`src/rtl/civ_fr_pkg.sv`:
```
// Shared types and constants for the CI-V style frame receiver.
// No dependencies; used by civ_fr_parser and civ_frame_receiver_top.
package civ_fr_pkg;

  typedef enum logic [2:0] {
    ST_IDLE  = 3'd0,
    ST_START = 3'd1,
    ST_DEST  = 3'd2,
    ST_SRC   = 3'd3,
    ST_DATA  = 3'd4,
    ST_END   = 3'd5,
    ST_ERROR = 3'd6
  } parse_state_e;

  localparam int unsigned CfgIdxW = 1;
  localparam logic [CfgIdxW-1:0] CFG_START_BYTE = 1'b0;
  localparam logic [CfgIdxW-1:0] CFG_END_BYTE   = 1'b1;

  localparam logic [7:0] StartByteRst = 8'd254;
  localparam logic [7:0] EndByteRst   = 8'd253;

  typedef struct packed {
    logic [7:0] start_byte;
    logic [7:0] end_byte;
  } cfg_t;

  typedef struct packed {
    logic [2:0] parse_state;
    logic [7:0] dest_addr;
    logic [7:0] src_addr;
    logic       payload_valid;
    logic [7:0] payload_byte;
    logic [3:0] payload_index;
    logic       frame_done;
    logic       frame_error;
  } result_t;

endpackage

```
`src/rtl/civ_fr_parser.sv`:
```
// Next-state and result logic of the frame parser for one received byte.
// Depends on civ_fr_pkg.
module civ_fr_parser #(
  parameter int unsigned BUFFER_DEPTH = 16,
  parameter int unsigned FillW        = $clog2(BUFFER_DEPTH + 1)
) (
  input  civ_fr_pkg::cfg_t         cfg_i,
  input  civ_fr_pkg::parse_state_e state_i,
  input  logic [7:0]               dest_i,
  input  logic [7:0]               src_i,
  input  logic [FillW-1:0]         fill_i,
  input  logic [7:0]               rx_byte_i,
  output civ_fr_pkg::parse_state_e state_o,
  output logic [7:0]               dest_o,
  output logic [7:0]               src_o,
  output logic [FillW-1:0]         fill_o,
  output civ_fr_pkg::result_t      result_o
);
  import civ_fr_pkg::*;

  logic is_start;
  logic is_end;
  logic full;

  assign is_start = (rx_byte_i == cfg_i.start_byte);
  assign is_end   = (rx_byte_i == cfg_i.end_byte);
  assign full     = (fill_i == FillW'(BUFFER_DEPTH));

  always_comb begin
    state_o  = state_i;
    dest_o   = dest_i;
    src_o    = src_i;
    fill_o   = fill_i;
    result_o = '0;
    unique case (state_i)
      ST_IDLE: begin
        if (is_start) begin
          state_o = ST_START;
        end
      end
      ST_START: begin
        if (is_start) begin
          state_o = ST_DEST;
        end else begin
          state_o = ST_ERROR;
          result_o.frame_error = 1'b1;
        end
      end
      ST_DEST: begin
        dest_o  = rx_byte_i;
        state_o = ST_SRC;
      end
      ST_SRC: begin
        src_o   = rx_byte_i;
        fill_o  = '0;
        state_o = ST_DATA;
      end
      ST_DATA: begin
        if (!full) begin
          result_o.payload_valid = 1'b1;
          result_o.payload_byte  = rx_byte_i;
          result_o.payload_index = 4'(fill_i);
          fill_o = fill_i + FillW'(1);
        end else begin
          state_o = ST_ERROR;
          result_o.frame_error = 1'b1;
        end
        if (is_end) begin
          state_o = ST_END;
          result_o.frame_done = 1'b1;
        end
      end
      ST_END, ST_ERROR: begin
        state_o = ST_IDLE;
      end
      default: begin
        state_o = ST_ERROR;
      end
    endcase
    result_o.parse_state = state_o;
    result_o.dest_addr   = dest_o;
    result_o.src_addr    = src_o;
  end

endmodule

```
`src/rtl/civ_frame_receiver_top.sv`:
```
// Top level of the CI-V style frame receiver: input register, parser state, result register.
// Depends on civ_fr_pkg and civ_fr_parser.
//
//   Channel  Direction  Handshake                  Word
//   cfg      in         cfg_we_i                   cfg_idx_i, cfg_wdata_i
//   rx       in         in_valid_i / in_stall_o    rx_byte_i
//   result   out        out_valid_o / out_stall_i  parse_state_o .. frame_error_o
//
// A byte's result word comes out of the result register after the byte has passed the input register;
// one byte per cycle is sustained while out_stall_i is low. The input register holds a byte until
// the result register can take its result, so one more byte is accepted while a result waits. Reset
// clears the parser state and loads the default start and end bytes.
module civ_frame_receiver_top #(
  parameter int unsigned BUFFER_DEPTH = 16
) (
  input  logic                         clk_i,
  input  logic                         rst_ni,
  input  logic                         cfg_we_i,
  input  logic [civ_fr_pkg::CfgIdxW-1:0] cfg_idx_i,
  input  logic [7:0]                   cfg_wdata_i,
  input  logic                         in_valid_i,
  output logic                         in_stall_o,
  input  logic [7:0]                   rx_byte_i,
  output logic                         out_valid_o,
  input  logic                         out_stall_i,
  output logic [2:0]                   parse_state_o,
  output logic [7:0]                   dest_addr_o,
  output logic [7:0]                   src_addr_o,
  output logic                         payload_valid_o,
  output logic [7:0]                   payload_byte_o,
  output logic [3:0]                   payload_index_o,
  output logic                         frame_done_o,
  output logic                         frame_error_o
);
  import civ_fr_pkg::*;

  localparam int unsigned FillW = $clog2(BUFFER_DEPTH + 1);

  cfg_t         cfg_q;
  parse_state_e state_q, state_d;
  logic [7:0]   dest_q, dest_d;
  logic [7:0]   src_q, src_d;
  logic [FillW-1:0] fill_q, fill_d;
  logic [7:0]   byte_q;
  logic         byte_valid_q;
  result_t      result_q, result_d;
  logic         out_valid_q;
  logic         advance;

  always_ff @(posedge clk_i or negedge rst_ni) begin
    if (!rst_ni) begin
      cfg_q.start_byte <= StartByteRst;
      cfg_q.end_byte   <= EndByteRst;
    end else if (cfg_we_i) begin
      unique case (cfg_idx_i)
        CFG_START_BYTE: cfg_q.start_byte <= cfg_wdata_i;
        CFG_END_BYTE:   cfg_q.end_byte   <= cfg_wdata_i;
        default: ;
      endcase
    end
  end

  assign advance    = byte_valid_q && (!out_valid_q || !out_stall_i);
  assign in_stall_o = byte_valid_q && !advance;

  always_ff @(posedge clk_i or negedge rst_ni) begin
    if (!rst_ni) begin
      byte_valid_q <= 1'b0;
    end else if (!in_stall_o) begin
      byte_valid_q <= in_valid_i;
    end
  end

  always_ff @(posedge clk_i) begin
    if (in_valid_i && !in_stall_o) begin
      byte_q <= rx_byte_i;
    end
  end

  civ_fr_parser #(
    .BUFFER_DEPTH(BUFFER_DEPTH),
    .FillW       (FillW)
  ) u_parser (
    .cfg_i    (cfg_q),
    .state_i  (state_q),
    .dest_i   (dest_q),
    .src_i    (src_q),
    .fill_i   (fill_q),
    .rx_byte_i(byte_q),
    .state_o  (state_d),
    .dest_o   (dest_d),
    .src_o    (src_d),
    .fill_o   (fill_d),
    .result_o (result_d)
  );

  always_ff @(posedge clk_i or negedge rst_ni) begin
    if (!rst_ni) begin
      state_q <= ST_IDLE;
      dest_q  <= '0;
      src_q   <= '0;
      fill_q  <= '0;
    end else if (advance) begin
      state_q <= state_d;
      dest_q  <= dest_d;
      src_q   <= src_d;
      fill_q  <= fill_d;
    end
  end

  always_ff @(posedge clk_i or negedge rst_ni) begin
    if (!rst_ni) begin
      out_valid_q <= 1'b0;
    end else if (advance) begin
      out_valid_q <= 1'b1;
    end else if (!out_stall_i) begin
      out_valid_q <= 1'b0;
    end
  end

  always_ff @(posedge clk_i) begin
    if (advance) begin
      result_q <= result_d;
    end
  end

  assign out_valid_o     = out_valid_q;
  assign parse_state_o   = result_q.parse_state;
  assign dest_addr_o     = result_q.dest_addr;
  assign src_addr_o      = result_q.src_addr;
  assign payload_valid_o = result_q.payload_valid;
  assign payload_byte_o  = result_q.payload_byte;
  assign payload_index_o = result_q.payload_index;
  assign frame_done_o    = result_q.frame_done;
  assign frame_error_o   = result_q.frame_error;

endmodule
```
`config.mk`:
```
export PLATFORM = sky130hd
export DESIGN_NAME = civ_frame_receiver_top
export DESIGN_NICKNAME = d
export VERILOG_FILES = /design/src/rtl/civ_fr_pkg.sv /design/src/rtl/civ_fr_parser.sv /design/src/rtl/civ_frame_receiver_top.sv
export SDC_FILE = /design/constraint.sdc
export NUM_CORES = 1
export LEC_CHECK = 0
export BUFFER_PORTS_ARGS = -buffer_cell sky130_fd_sc_hd__buf_2
export CAP_MARGIN = 20
export CORE_MARGIN = 2
export CORE_UTILIZATION = 40
export DETAILED_ROUTE_END_ITERATION = 10
export PLACE_DENSITY = 0.6
export SLEW_MARGIN = 0
export SYNTH_ARGS = -nofsm -noshare
export SYNTH_HDL_FRONTEND = slang
export SYNTH_SLANG_ARGS = --single-unit
```
`constraint.sdc`:
```
create_clock -name clk_i -period 4.11 [get_ports clk_i]
set_input_delay 0.822 -clock clk_i [delete_from_list [all_inputs] [get_ports clk_i]]
set_output_delay 0.822 -clock clk_i [all_outputs]
set_load 0.05 [all_outputs]
```
==> metrics.yaml <==
place_congestion: 0.759
totalWireLength_um: 6650
placed_cells: 434
fmax_mhz: 425
final_common_cell: "nand2_1"
grt_max_degree: 43
drc: 0
clk_latency_ns: 0.34
wl_per_cell_um: 14.8
drive_above_1_share: 0.363
io_pins: 58
cap_violations: 0
finalMaxSlewViolations: 0
cts_tree: "yes"
cp-start-kind: "flip-flop"
yosys.area_share.xor_xnor: 0.0411
critPathMaxFanout: 19
setup_violations: 0
first_pass_iters: 6
end_kind: "flip-flop"
fin_crit_sh: 0.572
p_per_area_mw_per_mm2: 658
grt_setup_unrepaired: "no"
clockBufferDepth: 2
layout.nets: 361
synth_mux_area_frac: 0.103
antenna_cells: 0
ant_nets: 0
hold_path.class: "reg -> reg"
die_area_mm2: 0.00984
vias: 2220
avgSynthCellArea_um2: 12.9
finClkSkew_ns: 0.00983
stdcell_count: 450
fin_crit_ns: 2.35
die_h_um: 99.2
start_util: 0.414
relSlewSlack: 0.303
worstMarginPinSlew_ns: 1.04
tns_ns: 0
htree_levels: 3
synthAdderAreaFrac: 0.00690
antenna_found_initial: 0
chipWidth_um: 99.2
postCtsHoldBufs: 0
clkSinkCount: 84
yosys_warnings: 0
hold_viol: 0
ys_seq_area_frac: 0.643
ys_seq_elements: 84
ys_types: 42
cts_resized: 0
overflow: 0
p_leak_nw: 1.82
arrival_ns: 2.57
final.setup.worst_slack_ns: 1.76
drtIter0Drc: 77
clockRootBuffer: "clkbuf_8"
dp_slack_ns: 1.49
synthCells: 280
port_buffers: 57
cp.required_ns: 4.33
synth_fp_nets: 304
syn_to_final_growth_pct: 14.9
rows: 34
synth_compound_area_frac: 0.0521
synth_simple_gate_area_frac: 0.133
max_stage_delay_ns: 0.91
synth_top_family_by_area: "simple AND/OR/NAND/NOR gates"
crit_type: "reg -> reg"
coreArea_mm2: 0.00876
grt_pass1_wl_um: 10800
ir_drop_mv: 0.182
grt_pass1_vias: 2131
cts_buffers: 9
path_cells: "nor3b_2 -> a21oi_1 -> o31ai_1 -> o21ai_0"
via_per_inst: 4.93
total_power_w: 0.00274
synth.cell_area_mm2: 0.00362
fin_util: 0.475
cts_setup_buffers: 0
cts.clk_slew.worst_paths_ns: 0.08
final_cell_mix: "nand2_1, buf_2, edfxtp_1"
cpMaxStageDelayCell: "nor3b_2"
dpl.hpwl_um: 4610
status: "completed"
grt_use_total: 0.143
-- path summary, 6_finish.rpt --
path                                          startpoint                 endpoint  cells past startpoint  slack, ns
worst max-delay path              state_q[2]$_DFFE_PN0P_    fill_q[2]$_DFFE_PN0P_                      4       1.76
worst min-delay path            byte_valid_q$_DFFE_PN0N_  out_valid_o$_DFFE_PN0P_                      1       0.47
worst max register to register    state_q[2]$_DFFE_PN0P_    fill_q[2]$_DFFE_PN0P_                      4       1.76
worst min register to register  byte_valid_q$_DFFE_PN0N_  out_valid_o$_DFFE_PN0P_                      1       0.47
max in group asynchronous                         rst_ni    fill_q[0]$_DFFE_PN0P_                      1       2.90
min in group asynchronous                         rst_ni     src_q[6]$_DFFE_PN0P_                      1       0.63
-- cell usage after synthesis, drive strengths merged --
| master | count | share of area |
|---|---|---|
| and3 | 11 | 0.019 |
| o31ai | 3 | 0.0062 |
| nand4 | 2 | 0.0035 |
| o21bai | 1 | 0.0021 |
| nor2 | 5 | 0.0052 |
| dfrtp | 28 | 0.19 |
| buf | 4 | 0.0079 |
| a21oi | 2 | 0.0028 |
| or3b | 1 | 0.0031 |
| inv | 5 | 0.0052 |
| nand2b | 2 | 0.0035 |
| or3 | 1 | 0.0017 |
| nand4bb | 1 | 0.0031 |
| o211ai | 1 | 0.0021 |
| nor4 | 2 | 0.0035 |
| a21bo | 1 | 0.0028 |
| xnor2 | 8 | 0.019 |
| mux2 | 33 | 0.10 |
| a21o | 2 | 0.0041 |
| and2 | 5 | 0.0086 |
| a31o | 1 | 0.0024 |
| dfstp | 14 | 0.10 |
| clkbuf | 8 | 0.0083 |
| edfxtp | 42 | 0.35 |
| xor2 | 9 | 0.022 |
| nor2b | 2 | 0.0035 |
| ha | 2 | 0.0069 |
| o21ai | 13 | 0.018 |
| and3b | 1 | 0.0024 |
| nand2 | 58 | 0.060 |
| nand3 | 4 | 0.0055 |
| o221ai | 1 | 0.0024 |
| a211o | 1 | 0.0024 |
| a32o | 1 | 0.0028 |
| nor3b | 2 | 0.0086 |
| a2bb2oi | 1 | 0.0024 |
| a31oi | 1 | 0.0017 |
| nand3b | 1 | 0.0021 |
-- final cells by class --
class	count	area [um2]
Sequential cell	84	2330
Clock buffer	14	163
Fill cell	805	4600
Tap cell	108	135
Clock inverter	2	10.0
Multi-Input combinational cell	179	1220
Inverter	5	18.8
Timing Repair Buffer	58	293
-- worst max-delay path, delay by kind of cell (launching register included) --
kind	cells	cell delay, ns
AOI/OAI and AO/OA	3	0.71
and+or+nand+nor	1	0.91
DFF	1	0.60
-- cell families after synthesis --
| kind of cell | Yosys count |
|---|---|
| compound gates | 29 |
| xor+xnor | 17 |
| simple gates | 98 |
| flops | 84 |
| buf+inv | 17 |
| fa+ha+maj | 2 |
| mux | 33 |
-- power by group --
part / internal, W / total (W) / switching (W)
clock: 0.000252 / 0.000526 / 0.000274
combinational: 0.000328 / 0.000918 / 0.000590
sequential: 0.00115 / 0.00130 / 0.000144
total: 0.00173 / 0.00274 / 0.00101
-- sequential cells by signal, indices dropped and copies added, names as in the netlist, 3 cells and up --
signal	count
byte_q	8
cfg_q	16
dest_addr_o	8
dest_q	8
fill_q	5
parse_state_o	3
payload_byte_o	8
payload_index_o	4
src_addr_o	8
src_q	8
state_q	3
-- per-layer routing --
metal / share of wire / wire, um / GRT usage
met5: 0 / 0 / 0
met4: 0.017 / 113 / 0.0548
met3: 0.055 / 369 / 0.0379
met2: 0.43 / 2870 / 0.205
met1: 0.50 / 3300 / 0.207
-- per-stage QoR --
step	hold WS [ns]	instance area [um2]
after global routing	0.486	4170
final	0.473	4170
after CTS	0.477	4170
after floorplan	0.440	3620
after detailed placement	0.458	3990
after global placement	0.453	3990
No activity file was read; power rests on OpenSTA's default activity.
